<file path="src/sv/alip_pkg.sv">
package alip_pkg;

  typedef struct packed {
    logic [7:0] character;
    logic       is_last;
  } in_t;

  typedef enum logic [1:0] {
    ST_OK       = 2'd0,
    ST_MALFORM  = 2'd1,
    ST_OVERFLOW = 2'd2,
    ST_FLOAT    = 2'd3
  } status_t;

  typedef struct packed {
    logic [63:0] value;
    status_t     status;
  } out_t;

  typedef enum logic [11:0] {
    PH_START   = 12'b0000_0000_0001,
    PH_SIGNED  = 12'b0000_0000_0010,
    PH_ZERO    = 12'b0000_0000_0100,
    PH_DEC     = 12'b0000_0000_1000,
    PH_HEXPRE  = 12'b0000_0001_0000,
    PH_HEX     = 12'b0000_0010_0000,
    PH_KWTRUE  = 12'b0000_0100_0000,
    PH_KWFALSE = 12'b0000_1000_0000,
    PH_BAD     = 12'b0001_0000_0000,
    PH_OVFDEC  = 12'b0010_0000_0000,
    PH_FLOAT   = 12'b0100_0000_0000,
    PH_OVFHEX  = 12'b1000_0000_0000
  } phase_t;

  typedef struct packed {
    logic advance;
    logic last;
    logic at_start;
  } core_stat_t;

  localparam logic [63:0] DEC_LIMIT = 64'd1844674407370955161;
  localparam logic [2:0]  TRUE_LEN  = 3'd4;
  localparam logic [2:0]  FALSE_LEN = 3'd5;

  localparam logic [7:0] CH_PLUS  = 8'h2b;
  localparam logic [7:0] CH_MINUS = 8'h2d;
  localparam logic [7:0] CH_DOT   = 8'h2e;
  localparam logic [7:0] CH_ZERO  = 8'h30;
  localparam logic [7:0] CH_NINE  = 8'h39;
  localparam logic [7:0] CH_LX    = 8'h78;
  localparam logic [7:0] CH_UX    = 8'h58;
  localparam logic [7:0] CH_T     = 8'h74;
  localparam logic [7:0] CH_F     = 8'h66;

  function automatic logic [7:0] kw_char(input logic is_false, input logic [2:0] pos);
    logic [7:0] ch;
    ch = 8'h00;
    if (is_false) begin
      unique case (pos)
        3'd0: ch = 8'h66;
        3'd1: ch = 8'h61;
        3'd2: ch = 8'h6c;
        3'd3: ch = 8'h73;
        3'd4: ch = 8'h65;
        default: ch = 8'h00;
      endcase
    end else begin
      unique case (pos)
        3'd0: ch = 8'h74;
        3'd1: ch = 8'h72;
        3'd2: ch = 8'h75;
        3'd3: ch = 8'h65;
        default: ch = 8'h00;
      endcase
    end
    return ch;
  endfunction

  // {valid, nibble}
  function automatic logic [4:0] hex_digit(input logic [7:0] c);
    logic [4:0] r;
    r = 5'd0;
    if (c >= 8'h30 && c <= 8'h39) begin
      r = {1'b1, c[3:0]};
    end else if ((c >= 8'h61 && c <= 8'h66) || (c >= 8'h41 && c <= 8'h46)) begin
      r = {1'b1, 4'(c[2:0] + 3'd1) + 4'd8};
    end
    return r;
  endfunction

endpackage

</file>
<file path="src/sv/ascii_integer_literal_parser.sv">
// Flow: a request enters the input register, is parsed while it is held there, and
//   the result of a final character is registered in the output register.
// Throughput: one character per cycle unless output stalls; the sign/digit/keyword
//   step and the times-ten shift-add sit in one stage between the two registers.
// Reset (rst_n low, synchronous): both registers empty, parser at start of literal.
module ascii_integer_literal_parser (
  input  logic           clk,
  input  logic           rst_n,
  input  logic           in_valid,
  output logic           in_ready,
  input  alip_pkg::in_t  in_data,
  output logic           out_valid,
  input  logic           out_ready,
  output alip_pkg::out_t out_data
);

  logic                 take;
  logic                 held_valid;
  alip_pkg::in_t        held_data;
  logic                 out_free;
  logic                 res_valid;
  alip_pkg::out_t       res;
  alip_pkg::core_stat_t stat;

  alip_in_stage u_in (
    .clk        (clk),
    .rst_n      (rst_n),
    .in_valid   (in_valid),
    .in_ready   (in_ready),
    .in_data    (in_data),
    .take       (take),
    .held_valid (held_valid),
    .held_data  (held_data)
  );

  alip_core u_core (
    .clk        (clk),
    .rst_n      (rst_n),
    .item_valid (held_valid),
    .item       (held_data),
    .out_free   (out_free),
    .take       (take),
    .res_valid  (res_valid),
    .res        (res),
    .stat       (stat)
  );

  alip_out_stage u_out (
    .clk       (clk),
    .rst_n     (rst_n),
    .res_valid (res_valid),
    .res       (res),
    .out_free  (out_free),
    .out_valid (out_valid),
    .out_ready (out_ready),
    .out_data  (out_data)
  );

  a_last_resets: assert property (@(posedge clk) disable iff (!rst_n)
    stat.advance && stat.last |=> out_valid && stat.at_start)
    else $error("final character did not produce a result or clear parser state");

  a_err_value_zero: assert property (@(posedge clk) disable iff (!rst_n)
    out_valid && (out_data.status != alip_pkg::ST_OK) |-> out_data.value == 64'd0)
    else $error("non-ok result carries a nonzero value");

  a_accept_flow: assert property (@(posedge clk) disable iff (!rst_n)
    in_valid && in_ready |=> stat.advance || !in_ready)
    else $error("input register ready while holding an unparsed request");

endmodule

</file>
<file path="src/sv/alip_in_stage.sv">
module alip_in_stage (
  input  logic           clk,
  input  logic           rst_n,
  input  logic           in_valid,
  output logic           in_ready,
  input  alip_pkg::in_t  in_data,
  input  logic           take,
  output logic           held_valid,
  output alip_pkg::in_t  held_data
);

  logic          valid_r, valid_nxt;
  alip_pkg::in_t data_r;

  assign in_ready  = !valid_r || take;
  assign valid_nxt = in_ready ? in_valid : valid_r;

  always_ff @(posedge clk) begin
    if (!rst_n) begin
      valid_r <= 1'b0;
    end else begin
      valid_r <= valid_nxt;
    end
  end

  always_ff @(posedge clk) begin
    if (in_valid && in_ready) begin
      data_r <= in_data;
    end
  end

  assign held_valid = valid_r;
  assign held_data  = data_r;

endmodule

</file>
<file path="src/sv/alip_core.sv">
module alip_core (
  input  logic                 clk,
  input  logic                 rst_n,
  input  logic                 item_valid,
  input  alip_pkg::in_t        item,
  input  logic                 out_free,
  output logic                 take,
  output logic                 res_valid,
  output alip_pkg::out_t       res,
  output alip_pkg::core_stat_t stat
);

  alip_pkg::phase_t phase_r, phase_nxt;
  logic [63:0]      acc_r, acc_nxt;
  logic [63:0]      nacc_r, nacc_nxt;
  logic             neg_r, neg_nxt;
  logic [2:0]       kwpos_r, kwpos_nxt;

  logic [7:0]  c;
  logic        is_dec;
  logic [3:0]  dval;
  logic [4:0]  hd;
  logic [63:0] acc10, nacc10, acc16, nacc16;
  logic        dec_ovf, hex_ovf;
  logic        do_dec, do_hex;
  logic        kw_false;
  logic [2:0]  kw_len;
  logic        kw_ok;
  logic        advance;

  assign c       = item.character;
  assign is_dec  = (c >= alip_pkg::CH_ZERO) && (c <= alip_pkg::CH_NINE);
  assign dval    = c[3:0];
  assign hd      = alip_pkg::hex_digit(c);
  assign acc10   = (acc_r << 3) + (acc_r << 1) + {60'd0, dval};
  assign nacc10  = (nacc_r << 3) + (nacc_r << 1) - {60'd0, dval};
  assign acc16   = {acc_r[59:0], hd[3:0]};
  assign nacc16  = {nacc_r[59:0], 4'd0} - {60'd0, hd[3:0]};
  assign dec_ovf = (acc_r > alip_pkg::DEC_LIMIT) ||
                   ((acc_r == alip_pkg::DEC_LIMIT) && (dval > 4'd5));
  assign hex_ovf = |acc_r[63:60];

  assign kw_false = (phase_r == alip_pkg::PH_KWFALSE);
  assign kw_len   = kw_false ? alip_pkg::FALSE_LEN : alip_pkg::TRUE_LEN;
  assign kw_ok    = (kwpos_r < kw_len) && (alip_pkg::kw_char(kw_false, kwpos_r) == c);

  always_comb begin
    phase_nxt = phase_r;
    acc_nxt   = acc_r;
    nacc_nxt  = nacc_r;
    neg_nxt   = neg_r;
    kwpos_nxt = kwpos_r;
    do_dec    = 1'b0;
    do_hex    = 1'b0;
    unique case (phase_r) inside
      alip_pkg::PH_START: begin
        if (c == alip_pkg::CH_PLUS || c == alip_pkg::CH_MINUS) begin
          neg_nxt   = (c == alip_pkg::CH_MINUS);
          phase_nxt = alip_pkg::PH_SIGNED;
        end else if (c == alip_pkg::CH_ZERO) begin
          phase_nxt = alip_pkg::PH_ZERO;
        end else if (is_dec) begin
          do_dec = 1'b1;
        end else if (c == alip_pkg::CH_T) begin
          phase_nxt = alip_pkg::PH_KWTRUE;
          kwpos_nxt = 3'd1;
        end else if (c == alip_pkg::CH_F) begin
          phase_nxt = alip_pkg::PH_KWFALSE;
          kwpos_nxt = 3'd1;
        end else begin
          phase_nxt = alip_pkg::PH_BAD;
        end
      end
      alip_pkg::PH_SIGNED: begin
        if (c == alip_pkg::CH_ZERO) begin
          phase_nxt = alip_pkg::PH_ZERO;
        end else if (is_dec) begin
          do_dec = 1'b1;
        end else begin
          phase_nxt = alip_pkg::PH_BAD;
        end
      end
      alip_pkg::PH_ZERO: begin
        if (c == alip_pkg::CH_LX || c == alip_pkg::CH_UX) begin
          phase_nxt = alip_pkg::PH_HEXPRE;
        end else if (c == alip_pkg::CH_DOT) begin
          phase_nxt = alip_pkg::PH_FLOAT;
        end else if (is_dec) begin
          do_dec = 1'b1;
        end else begin
          phase_nxt = alip_pkg::PH_BAD;
        end
      end
      alip_pkg::PH_DEC: begin
        if (c == alip_pkg::CH_DOT) begin
          phase_nxt = alip_pkg::PH_FLOAT;
        end else if (is_dec) begin
          do_dec = 1'b1;
        end else begin
          phase_nxt = alip_pkg::PH_BAD;
        end
      end
      alip_pkg::PH_HEXPRE, alip_pkg::PH_HEX: begin
        if (hd[4]) begin
          do_hex = 1'b1;
        end else begin
          phase_nxt = alip_pkg::PH_BAD;
        end
      end
      alip_pkg::PH_KWTRUE, alip_pkg::PH_KWFALSE: begin
        if (kw_ok) begin
          kwpos_nxt = kwpos_r + 3'd1;
        end else begin
          phase_nxt = alip_pkg::PH_BAD;
        end
      end
      alip_pkg::PH_OVFDEC: begin
        if (c == alip_pkg::CH_DOT) begin
          phase_nxt = alip_pkg::PH_FLOAT;
        end else if (!is_dec) begin
          phase_nxt = alip_pkg::PH_BAD;
        end
      end
      alip_pkg::PH_OVFHEX: begin
        if (!hd[4]) begin
          phase_nxt = alip_pkg::PH_BAD;
        end
      end
      alip_pkg::PH_FLOAT: begin
        phase_nxt = alip_pkg::PH_FLOAT;
      end
      default: begin
        phase_nxt = alip_pkg::PH_BAD;
      end
    endcase

    if (do_dec) begin
      if (dec_ovf) begin
        phase_nxt = alip_pkg::PH_OVFDEC;
      end else begin
        acc_nxt   = acc10;
        nacc_nxt  = nacc10;
        phase_nxt = alip_pkg::PH_DEC;
      end
    end
    if (do_hex) begin
      if (hex_ovf) begin
        phase_nxt = alip_pkg::PH_OVFHEX;
      end else begin
        acc_nxt   = acc16;
        nacc_nxt  = nacc16;
        phase_nxt = alip_pkg::PH_HEX;
      end
    end
  end

  always_comb begin
    res.value  = 64'd0;
    res.status = alip_pkg::ST_MALFORM;
    unique case (phase_nxt) inside
      alip_pkg::PH_ZERO, alip_pkg::PH_DEC, alip_pkg::PH_HEXPRE, alip_pkg::PH_HEX: begin
        res.value  = neg_nxt ? nacc_nxt : acc_nxt;
        res.status = alip_pkg::ST_OK;
      end
      alip_pkg::PH_KWTRUE: begin
        if (kwpos_nxt == alip_pkg::TRUE_LEN) begin
          res.value  = 64'd1;
          res.status = alip_pkg::ST_OK;
        end
      end
      alip_pkg::PH_KWFALSE: begin
        if (kwpos_nxt == alip_pkg::FALSE_LEN) begin
          res.status = alip_pkg::ST_OK;
        end
      end
      alip_pkg::PH_OVFDEC, alip_pkg::PH_OVFHEX: begin
        res.status = alip_pkg::ST_OVERFLOW;
      end
      alip_pkg::PH_FLOAT: begin
        res.status = alip_pkg::ST_FLOAT;
      end
      default: begin
        res.status = alip_pkg::ST_MALFORM;
      end
    endcase
  end

  assign advance   = item_valid && out_free;
  assign take      = advance;
  assign res_valid = advance && item.is_last;

  always_ff @(posedge clk) begin
    if (!rst_n || (advance && item.is_last)) begin
      phase_r <= alip_pkg::PH_START;
      acc_r   <= 64'd0;
      nacc_r  <= 64'd0;
      neg_r   <= 1'b0;
      kwpos_r <= 3'd0;
    end else if (advance) begin
      phase_r <= phase_nxt;
      acc_r   <= acc_nxt;
      nacc_r  <= nacc_nxt;
      neg_r   <= neg_nxt;
      kwpos_r <= kwpos_nxt;
    end
  end

  assign stat.advance  = advance;
  assign stat.last     = item.is_last;
  assign stat.at_start = (phase_r == alip_pkg::PH_START) && (acc_r == 64'd0) &&
                         (nacc_r == 64'd0) && !neg_r && (kwpos_r == 3'd0);

endmodule

</file>
<file path="src/sv/alip_out_stage.sv">
module alip_out_stage (
  input  logic           clk,
  input  logic           rst_n,
  input  logic           res_valid,
  input  alip_pkg::out_t res,
  output logic           out_free,
  output logic           out_valid,
  input  logic           out_ready,
  output alip_pkg::out_t out_data
);

  logic           valid_r, valid_nxt;
  alip_pkg::out_t data_r;

  assign out_free  = !valid_r || out_ready;
  assign valid_nxt = out_free ? res_valid : valid_r;

  always_ff @(posedge clk) begin
    if (!rst_n) begin
      valid_r <= 1'b0;
    end else begin
      valid_r <= valid_nxt;
    end
  end

  always_ff @(posedge clk) begin
    if (res_valid && out_free) begin
      data_r <= res;
    end
  end

  assign out_valid = valid_r;
  assign out_data  = data_r;

endmodule
</file>
<file path="config.mk">
export PLATFORM = sky130hd
export DESIGN_NAME = ascii_integer_literal_parser
export DESIGN_NICKNAME = d
export VERILOG_FILES = /design/src/sv/alip_pkg.sv /design/src/sv/ascii_integer_literal_parser.sv /design/src/sv/alip_in_stage.sv /design/src/sv/alip_core.sv /design/src/sv/alip_out_stage.sv
export SDC_FILE = /design/constraint.sdc
export NUM_CORES = 1
export LEC_CHECK = 0
export BUFFER_PORTS_ARGS = -buffer_cell sky130_fd_sc_hd__buf_2
export CORE_ASPECT_RATIO = 0.9
export CORE_MARGIN = 2
export CORE_UTILIZATION = 30
export CTS_CLUSTER_DIAMETER = 40
export CTS_CLUSTER_SIZE = 12
export DETAILED_ROUTE_END_ITERATION = 10
export PLACE_DENSITY = 0.45
export REMOVE_ABC_BUFFERS = 1
export SETUP_SLACK_MARGIN = 0.5
export SLEW_MARGIN = 20
export SYNTH_ARGS = -nofsm -noshare
export SYNTH_HDL_FRONTEND = slang
export SYNTH_SLANG_ARGS = --single-unit
export TNS_END_PERCENT = 1
</file>
<file path="constraint.sdc">
create_clock -name clk -period 3.9 [get_ports clk]
set_clock_uncertainty 0.05 [all_clocks]
set_input_delay 0.585 -clock clk [delete_from_list [all_inputs] [get_ports clk]]
set_output_delay 0.585 -clock clk [all_outputs]
set_load 0.01 [all_outputs]
</file>
# Word level (Yosys, flattened, before mapping)
# Index checks and enable logic that the tools add are counted.
# op_classes
n_addsub,8
n_lt_le_gt_ge,9
eq_ne,36
mux,52
reduce_logical,27
# op_table
cell,count
64-bit 2-to-1 mux,9
12-bit 2-to-1 mux,12
64-bit adder,2
64-bit one-hot mux with 2 select lines,1
64-bit by 4-bit subtractor with 64-bit output,2
12-bit one-hot mux with 7 select lines,1
64-bit by 4-bit adder with 64-bit output,1
"64-bit by 61-bit == test with 1-bit output, second input constant",1
"64-bit by 61-bit greater-than comparator with 1-bit output, second input constant",1
7-bit one-hot mux with 5 select lines,1
"8-bit by 6-bit == test with 1-bit output, second input constant",4
"8-bit by 7-bit == test with 1-bit output, second input constant",4
7-bit one-hot mux with 4 select lines,1
"12-bit by 10-bit == test with 1-bit output, second input constant",2
"12-bit by 11-bit == test with 1-bit output, second input constant",2
"12-bit == test, second input constant",2
"12-bit by 3-bit == test with 1-bit output, second input constant",2
"12-bit by 4-bit == test with 1-bit output, second input constant",2
"12-bit by 5-bit == test with 1-bit output, second input constant",2
"12-bit by 6-bit == test with 1-bit output, second input constant",2
"12-bit by 7-bit == test with 1-bit output, second input constant",2
"12-bit by 8-bit == test with 1-bit output, second input constant",2
3-bit 2-to-1 mux,7
9-bit 2-to-1 mux,2
other kinds (29),65
# totals
regBits,221
out_inout_bits,68
word_cells,143

# Depth between registers and ports, before layout
# Gate-level depths: netlist of the first run.
# logic_depth
depth_word,12
mapped_depth,17
mapped_depth_nobuf,15

# Modules after synthesis
# A second synthesis of the first run with hierarchy kept.
# unflattened
cells_unflattened,3160
hier_area_um2,22864.4
# modules_own_cells
mod,instances,cells_each,area_each_um2,seq_area_each_um2
alip_core,1,3075,20497.2,2882.8
alip_out_stage,1,71,2039.5,2001.9
alip_in_stage,1,14,327.8,290.3

# Least setup slack after synthesis of the first run
# No wires, ideal clock.
# synth_path
kind,flip-flop to flip-flop
from,reg u_in.data_r (netlist bit u_in.held_data[4])
to,"reg u_out.data_r (netlist bit u_out.out_data[58]), data pin"
setup_ns,0.270
arrival_ns,3.924
t_required_ns,3.580
path_slack_ns,-0.344
stages_incl_launch_ff,14
path_buffers,0
period_less_slack_ns,4.244
cell_sequence,edfxtp_1 > fa_1 > inv_1 > fa_1 > nor2b_1 > o31a_1 > o31ai_1 > a2111oi_1 > o2111ai_1 > a2111oi_0 > o21ai_0 > mux2i_1 > a221oi_1 > o32ai_1
# synth_rtl
item,line_no,rtl
start: declaration,alip_in_stage.sv:13,alip_pkg::in_t data_r;
start signal: assignment,alip_in_stage.sv:28,data_r <= in_data;
end signal: assignment,alip_out_stage.sv:28,data_r <= res;
end: declaration,alip_out_stage.sv:13,alip_pkg::out_t data_r;

==> results of run 1 <==
[area by class of cell]
class,count,share of cell area
multi-input combinational,2532,0.5646
tap,1039,0.04165
sequential,221,0.1659
inverter,228,0.02746
antenna,1,0.00008017
timing repair buffer,616,0.1533
clock inverter,28,0.01391
clock buffer,43,0.03311
[power by group]
part	total, mW	switching (mW)	internal (mW)	leakage, nW
sequential	2.44	0.0323	2.41	1.91
clock	3.97	1.42	2.55	0.713
combinational	2.04	1.17	0.868	11.1
[kinds of logic after synthesis]
group / after synthesis / synth area share
adders and majority gates: 259 / 0.1385
and+or+nand+nor: 1012 / 0.2069
buffers and inverters: 417 / 0.06854
DFF: 221 / 0.2191
xor gates and xnor gates: 156 / 0.05784
AOI/OAI and AO/OA: 1062 / 0.2904
muxes: 43 / 0.01875
[placed cells by master (no fill, tap or decap), types with 13 or more instances in the layout]
cell type and count:
sky130_fd_sc_hd__or3_1 22, sky130_fd_sc_hd__o22ai_1 28, sky130_fd_sc_hd__a21oi_2 15, sky130_fd_sc_hd__buf_6 14, sky130_fd_sc_hd__buf_12 24, sky130_fd_sc_hd__mux2i_1 28
sky130_fd_sc_hd__nand2_1 366, sky130_fd_sc_hd__nand2b_1 18, sky130_fd_sc_hd__a21o_1 99, sky130_fd_sc_hd__nor2_1 206, sky130_fd_sc_hd__inv_1 225, sky130_fd_sc_hd__nand3_1 88
sky130_fd_sc_hd__edfxtp_1 75, sky130_fd_sc_hd__nor4_1 25, sky130_fd_sc_hd__o21a_1 33, sky130_fd_sc_hd__a221oi_1 14, sky130_fd_sc_hd__ha_1 252, sky130_fd_sc_hd__dfxtp_1 144
sky130_fd_sc_hd__o211ai_1 72, sky130_fd_sc_hd__o21ai_0 154, sky130_fd_sc_hd__clkbuf_16 41, sky130_fd_sc_hd__nor2b_1 13, sky130_fd_sc_hd__a21boi_0 18, sky130_fd_sc_hd__buf_4 497
sky130_fd_sc_hd__a21oi_1 318, sky130_fd_sc_hd__and2_1 20, sky130_fd_sc_hd__or4_1 19, sky130_fd_sc_hd__o221ai_1 17, sky130_fd_sc_hd__nor3_1 61, sky130_fd_sc_hd__xor2_1 32
sky130_fd_sc_hd__a31oi_1 20, sky130_fd_sc_hd__a22oi_1 14, sky130_fd_sc_hd__buf_2 80, sky130_fd_sc_hd__o21ai_1 27, sky130_fd_sc_hd__nand4_1 58, sky130_fd_sc_hd__a211oi_1 38
sky130_fd_sc_hd__and3_1 22, sky130_fd_sc_hd__o21bai_1 22, sky130_fd_sc_hd__o21ai_2 15, sky130_fd_sc_hd__xnor2_1 112
[worst min-delay path by stage]
| stage | start | to | slack [ns] | cells after the start |
|---|---|---|---|---|
| after global routing | in_data[0] | u_in.held_data[0]$_DFFE_PP_ | 0.15 | 1 |
| after CTS | in_data[0] | u_in.held_data[0]$_DFFE_PP_ | 0.14 | 1 |
| after detailed placement | u_core.neg_r$_SDFFE_PP0P_ | u_core.neg_r$_SDFFE_PP0P_ | 0.42 | 2 |
| after global placement | u_core.nacc_r[48]$_SDFFE_PP0P_ | u_core.nacc_r[48]$_SDFFE_PP0P_ | 0.41 | 2 |
| after floorplan | u_core.nacc_r[48]$_SDFFE_PP0P_ | u_core.nacc_r[48]$_SDFFE_PP0P_ | 0.39 | 2 |
| final | in_data[0] | u_in.held_data[0]$_DFFE_PP_ | 0.16 | 1 |
[worst register-to-register path, delay by kind of cell (launching register included)]
family | cells | cell delay [ns]
flip-flops | 1 | 0.42
adder cells (fa/ha/maj) | 2 | 0.92
buffers and inverters | 5 | 0.66
AND/OR/NAND/NOR | 1 | 0.14
AO/OA/AOI/OAI | 9 | 1.64
[through the flow]
step                instances  setup slack, ns
finish                   4708          -0.2105
global route             4707          -0.4635
CTS                      4706          -0.3039
detailed placement       4632          -0.7415
global placement         4632          -0.7333
floorplan                2981           -2.123
[repair_timing]
item / 4_1_cts / 5_1_grt
endpoints found under the setup margin: 197 / 198
buffers inserted: 3 / 1
resized for setup: 146 / 52
endpoints found under the hold margin: 0 / 0
pin swaps: 39 / 16
[per-layer routing]
layer | vias up | share of wire | wire length (microns) | global-route usage
li1 | 12580 | - | - | -
met1 | 12720 | 0.49 | 51150 | 0.3749
met5 | - | 0.00012 | 13 | 0
met2 | 1008 | 0.42 | 44050 | 0.3789
met3 | 168 | 0.059 | 6168 | 0.02212
met4 | 2 | 0.031 | 3232 | 0.07526
[sequential cells by signal (all words and copies together), names as in the netlist]
signal / cells
u_out.out_valid: 1
u_out.out_data: 66
u_core.phase_r: 12
u_core.neg_r: 1
u_core.kwpos_r: 3
u_core.acc_r: 64
u_in.held_data: 9
u_in.held_valid: 1
u_core.nacc_r: 64
==> impl_metrics.py, run 1 <==
metrics = {
    "detailed_routing": {
        "vias_per_cell": 5.623,
        "drcViolationCount": 0,
        "routed-via-count": 26470,
        "detail_route.wirelength_microns": 104600,
        "detail_route.iter0.violations": 2465,
        "wl_per_cell_microns": 22.22,
        "antenna_left": 0,
        "drt_first_pass_iters": 6,
    },
    "global_route": {
        "first_global_vias": 25740,
        "grt_start_max_net_pins": 71,
        "global_route.overflow_total": 0,
        "grt_usage": 0.2512,
        "grt_first_pass_wirelength_microns": 159100,
        "grt_antenna_before_repair": 7,
    },
    "setup_path": {
        "cp_common_cell": "sky130_fd_sc_hd__buf_4",
        "critical_path.top_delay_family": "compound AO/OA/AOI/OAI gates",
        "path_max_fanout": 3,
        "worstPathRequired_ns": 4.11,
        "r2r_slack_ns": -0.21,
        "ff2ff_path_depth": 17,
        "critical_path.endpoint_type": "flip-flop",
        "critical_path.cell_chain": "fa_2 > inv_2 > fa_2 > nor2b_2 > o31a_1 > o31ai_1 > buf_4 > a2111oi_4 > buf_4 > o2111ai_4 > a2111oi_4 > buf_4 > buf_6 > o2111a_1 > o21ai_1 > a32oi_1 > o221ai_1",
        "critical_path.endpoint": "u_out.out_data[62]$_DFFE_PP_",
        "crit_buf_inv": 5,
        "timing.critical_path.from_type": "flip-flop",
        "worst_setup_sp": "u_in.held_data[4]$_DFFE_PP_",
        "reg_to_reg_critical_path_endpoint": "u_out.out_data[62]$_DFFE_PP_",
        "cp_num_cells": 17,
        "reg2reg_from": "u_in.held_data[4]$_DFFE_PP_",
        "crit_path_top_delay_cell": "sky130_fd_sc_hd__fa_2",
        "critPathKind": "reg2reg",
        "worst-endpoint-arrival_ns": 4.32,
        "cp_slowest_stage_delay_ns": 0.56,
    },
    "layout": {
        "final-seq-area_sq_um": 5177,
        "postLayoutCoreUtil": 0.4006,
        "multiInputGateArea_sq_um": 17620,
        "postLayoutCellArea_sq_um": 31210,
        "post_route_cells_drive_above_1_share": 0.2364,
        "total_number_of_nets_in_the_final_design": 3910,
        "area.growth.synth_to_final_pct": 32.14,
        "filler_instances": 8029,
    },
    "place": {
        "routability_cong": 0.9376,
        "dpl-instance-area_sq_um": 28900,
        "post-dp-hpwl_microns": 81750,
        "io_buffer_count": 80,
    },
    "clock_network": {
        "cts.htree.levels": 2,
        "cts-root-to-sink-buffers": 3,
        "ctsRootBufferMaster": "sky130_fd_sc_hd__clkbuf_16",
        "clock_sink_count": 221,
        "numCtsBuffers": 39,
        "cts_tree": "yes",
        "insertion_delay_ns": 0.55,
        "cts_hold_repair.buffers": 0,
        "clkSlewWorstSetupHoldPaths_ns": 0.06,
    },
    "sta": {
        "final.setup.worst_slack_ns": -0.2105,
        "hold_viol": 0,
        "period_utilization": 1.054,
        "whs_ns": 0.1580,
        "tightest_slew_ns": 0.7509,
        "slew_viol_final": 0,
        "max_transition_margin": 0.4975,
        "clock.fmax_mhz": 243.3,
        "final_period_minus_worst_setup_slack_ns": 4.111,
        "finalSetupViolCount": 34,
        "rsz_0062_raised_after_global_routing": "yes",
        "setup_tns_ns": -2.647,
    },
    "floorplanning": {
        "die_x_microns": 299.8,
        "floorplan.initialDensity": 0.3032,
        "io_pins": 81,
        "fp.dieH_microns": 270.2,
        "fp.coreArea_sq_um": 77920,
        "die-area_sq_um": 81000,
        "placementRows": 97,
    },
    "min_path": {
        "hold_class": "in2reg",
    },
    "yosys": {
        "biggest_area_contributors_in_the_synthesized_netlist": "sky130_fd_sc_hd__ha_1, sky130_fd_sc_hd__dfxtp_1, sky130_fd_sc_hd__edfxtp_1",
        "synth.most_common_cell": "sky130_fd_sc_hd__nand2_1",
        "async_flop_share": 0,
        "ys_ff_latch": 221,
        "ys_warn_count": 0,
        "syn-mean-instance-area_sq_um": 7.452,
        "yosysUniqueCellTypes": 92,
        "yosysTopAreaCellShare": 0.1351,
        "synth_area_sq_um": 23620,
        "syn-instance-count": 3170,
        "synth_common_cells": "sky130_fd_sc_hd__nand2_1, sky130_fd_sc_hd__a21oi_1, sky130_fd_sc_hd__ha_1",
        "synth_top_area_cell": "sky130_fd_sc_hd__ha_1",
        "synth.yosys.seq_area_share": 0.2191,
        "synth-edff-count": 75,
        "ys_dominant_reg_cell": "sky130_fd_sc_hd__dfxtp_1",
    },
    "power_and_ir_drop": {
        "p_total_mw": 8.453,
        "power-per-cell-area_nw_per_um2": 270.8,
        "vdd_ir_drop_max_uv": 237.0,
        "leakage_nw": 13.76,
    },
    "run_status": {
        "run_status": "finished with violations",
        "violations": "setup timing",
    },
    "job": {
        "cap_viol_max_count": 0,
    },
}
(Power assumes the default switching activity.)
==> run 2, diff against run 1 <==
==> constraint.sdc (replaced) <==
create_clock -name clk -period 3.9 [get_ports clk]
set_clock_uncertainty 0.05 [all_clocks]
set_input_delay 0.195 -clock clk [delete_from_list [all_inputs] [get_ports clk]]
set_output_delay 0.195 -clock clk [all_outputs]
set_load 0.01 [all_outputs]
==> impl_metrics.py, run 2 (same netlist as run 1, synthesis figures left out) <==
metrics = {
    "sta": {
        "tightest_slew_ns": 1.030,
        "slew_viol_final": 0,
        "rsz_0062_raised_after_global_routing": "yes",
        "setup_tns_ns": -5.314,
        "finalSetupViolCount": 42,
        "whs_ns": 0.04140,
        "hold_viol": 0,
        "clock.fmax_mhz": 237.2,
        "final.setup.worst_slack_ns": -0.3151,
        "final_period_minus_worst_setup_slack_ns": 4.215,
        "period_utilization": 1.081,
        "max_transition_margin": 0.3136,
    },
    "place": {
        "post-dp-hpwl_microns": 81710,
        "dpl-instance-area_sq_um": 28960,
        "io_buffer_count": 80,
        "place_ws_ns": -0.7867,
        "routability_cong": 0.9425,
    },
    "setup_path": {
        "path_max_fanout": 3,
        "reg2reg_from": "u_in.held_data[4]$_DFFE_PP_",
        "cp_slowest_stage_delay_ns": 0.56,
        "reg_to_reg_critical_path_endpoint": "u_out.out_data[62]$_DFFE_PP_",
        "critical_path.endpoint": "u_out.out_data[62]$_DFFE_PP_",
        "ff2ff_path_depth": 17,
        "critical_path.endpoint_type": "flip-flop",
        "worst-endpoint-arrival_ns": 4.45,
        "timing.critical_path.from_type": "flip-flop",
        "crit_path_top_delay_cell": "sky130_fd_sc_hd__fa_2",
        "critical_path.cell_chain": "fa_2 > inv_2 > fa_2 > nor2b_2 > o31a_1 > o31ai_1 > buf_4 > a2111oi_4 > buf_4 > o2111ai_4 > a2111oi_4 > buf_4 > buf_6 > o2111a_1 > o21ai_1 > a32oi_1 > o221ai_1",
        "cp_common_cell": "sky130_fd_sc_hd__buf_4",
        "crit_buf_inv": 5,
        "worstPathRequired_ns": 4.13,
        "critPathKind": "reg2reg",
        "critical_path.top_delay_family": "compound AO/OA/AOI/OAI gates",
        "r2r_slack_ns": -0.32,
        "cp_num_cells": 17,
        "worst_setup_sp": "u_in.held_data[4]$_DFFE_PP_",
    },
    "clock_network": {
        "ctsRootBufferMaster": "sky130_fd_sc_hd__clkbuf_16",
        "insertion_delay_ns": 0.56,
        "numCtsBuffers": 43,
        "cts-root-to-sink-buffers": 3,
        "clkSlewWorstSetupHoldPaths_ns": 0.06,
        "cts_tree": "yes",
        "clock_sink_count": 221,
        "cts.htree.levels": 2,
    },
    "layout": {
        "postLayoutCoreUtil": 0.4085,
        "final_common_cell": "sky130_fd_sc_hd__buf_4",
        "area.growth.synth_to_final_pct": 34.76,
        "total_number_of_nets_in_the_final_design": 3936,
        "most-common-layout-cells": "sky130_fd_sc_hd__buf_4, sky130_fd_sc_hd__nand2_1, sky130_fd_sc_hd__a21oi_1, sky130_fd_sc_hd__ha_1, sky130_fd_sc_hd__inv_1",
        "largest_register_ff_count": 66,
        "postLayoutCellArea_sq_um": 31830,
        "post_route_cells_drive_above_1_share": 0.2585,
    },
    "floorplanning": {
        "floorplan.initialDensity": 0.3032,
        "io_pins": 81,
        "die-area_sq_um": 81000,
        "die_x_microns": 299.8,
        "fp.coreArea_sq_um": 77920,
        "fp.dieH_microns": 270.2,
        "placementRows": 97,
    },
    "global_route": {
        "first_global_vias": 25520,
        "globalRouteMet1Util": 0.3737,
        "grt_usage": 0.2495,
        "grt_first_pass_wirelength_microns": 157900,
        "grt_antenna_before_repair": 3,
        "grt_start_max_net_pins": 70,
        "most_crowded_layer_after_global_routing": "met2",
        "grt_util_met2": 0.3740,
        "globalRouteMet3Util": 0.02518,
        "global_route.overflow_total": 0,
    },
    "power_and_ir_drop": {
        "power_frac_clock": 0.458,
        "p_sw_frac": 0.3226,
        "vdd_ir_drop_max_uv": 256.8,
        "leakage_nw": 13.90,
        "p_seq_frac": 0.293,
        "power-per-cell-area_nw_per_um2": 262.3,
        "p_comb_frac": 0.249,
        "power_switching_mw": 2.694,
        "power.internal_mw": 5.656,
    },
    "detailed_routing": {
        "detail_route.wirelength_microns": 104700,
        "drt_first_pass_iters": 6,
        "wl_per_cell_microns": 22.09,
        "drcViolationCount": 0,
        "routed-via-count": 26430,
        "detail_route.iter0.violations": 2230,
        "vias_per_cell": 5.578,
        "antenna_left": 0,
    },
    "run_status": {
        "violations": "setup timing",
        "run_status": "finished with violations",
    },
    "min_path": {
        "hold_class": "in2reg",
    },
    "job": {
        "cap_viol_max_count": 0,
    },
}
-- run 2: worst min path at each step --
| stage | startpoint | endpoint | depth (start not counted) |
|---|---|---|---|
| after global routing | rst_n | u_out.out_valid$_SDFFE_PN0P_ | 2 |
| final | rst_n | u_out.out_valid$_SDFFE_PN0P_ | 2 |
| after detailed placement | in_data[1] | u_in.held_data[1]$_DFFE_PP_ | 1 |
| after global placement | in_data[0] | u_in.held_data[0]$_DFFE_PP_ | 1 |
| after CTS | rst_n | u_out.out_valid$_SDFFE_PN0P_ | 2 |
| after floorplan | in_data[0] | u_in.held_data[0]$_DFFE_PP_ | 0 |
-- run 2: metrics by stage --
stage               cells  total power, mW
global route         4737            8.647
CTS                  4737            8.305
finish               4738            8.350
global placement     4641            4.355
detailed placement   4641            4.362
floorplan            2981            3.494
-- run 2: repair_timing --
action | in CTS | in global routing
setup endpoints to repair | 196 | 198
cloned | 0 | 0
buffers inserted | 5 | 0
hold endpoints to repair | 11 | 0
hold buffers | 12 | 0
pin swaps | 77 | 52
resized for setup | 200 | 122
-- run 2: power groups by stage --
stage          registers, mW  logic, mW  clock network (mW)
2_1_floorplan           2.50      0.996                   0
5_1_grt                 2.45       2.23                3.97
4_1_cts                 2.44       2.00                3.86
3_3_place_gp            2.49       1.86                   0
6_report                2.45       2.08                3.83
3_5_place_dp            2.49       1.87                   0
-- run 2: area by class of cell --
| class | count | area, sq um |
|---|---|---|
| antenna | 1 | 2.502 |
| clock buffer | 49 | 1171 |
| clock inverter | 30 | 292.8 |
| fill | 8042 | 46090 |
| inverter | 228 | 857.1 |
| multi-input combinational | 2532 | 18020 |
| sequential | 221 | 5180 |
| tap | 1039 | 1300 |
| timing repair buffer | 638 | 5009 |
-- run 2: worst register-to-register path, delay by kind of cell (launching register included) --
family	cells	cell delay, ns
compound gates	9	1.69
flops	1	0.42
buf+inv	5	0.68
fa+ha+maj	2	0.95
simple gates	1	0.14
-- run 2: routing by layer --
layer	part of all wire	vias up
li1	-	12640
met1	0.49	12760
met2	0.42	887
met3	0.059	144
met4	0.028	2
met5	0.000067	-
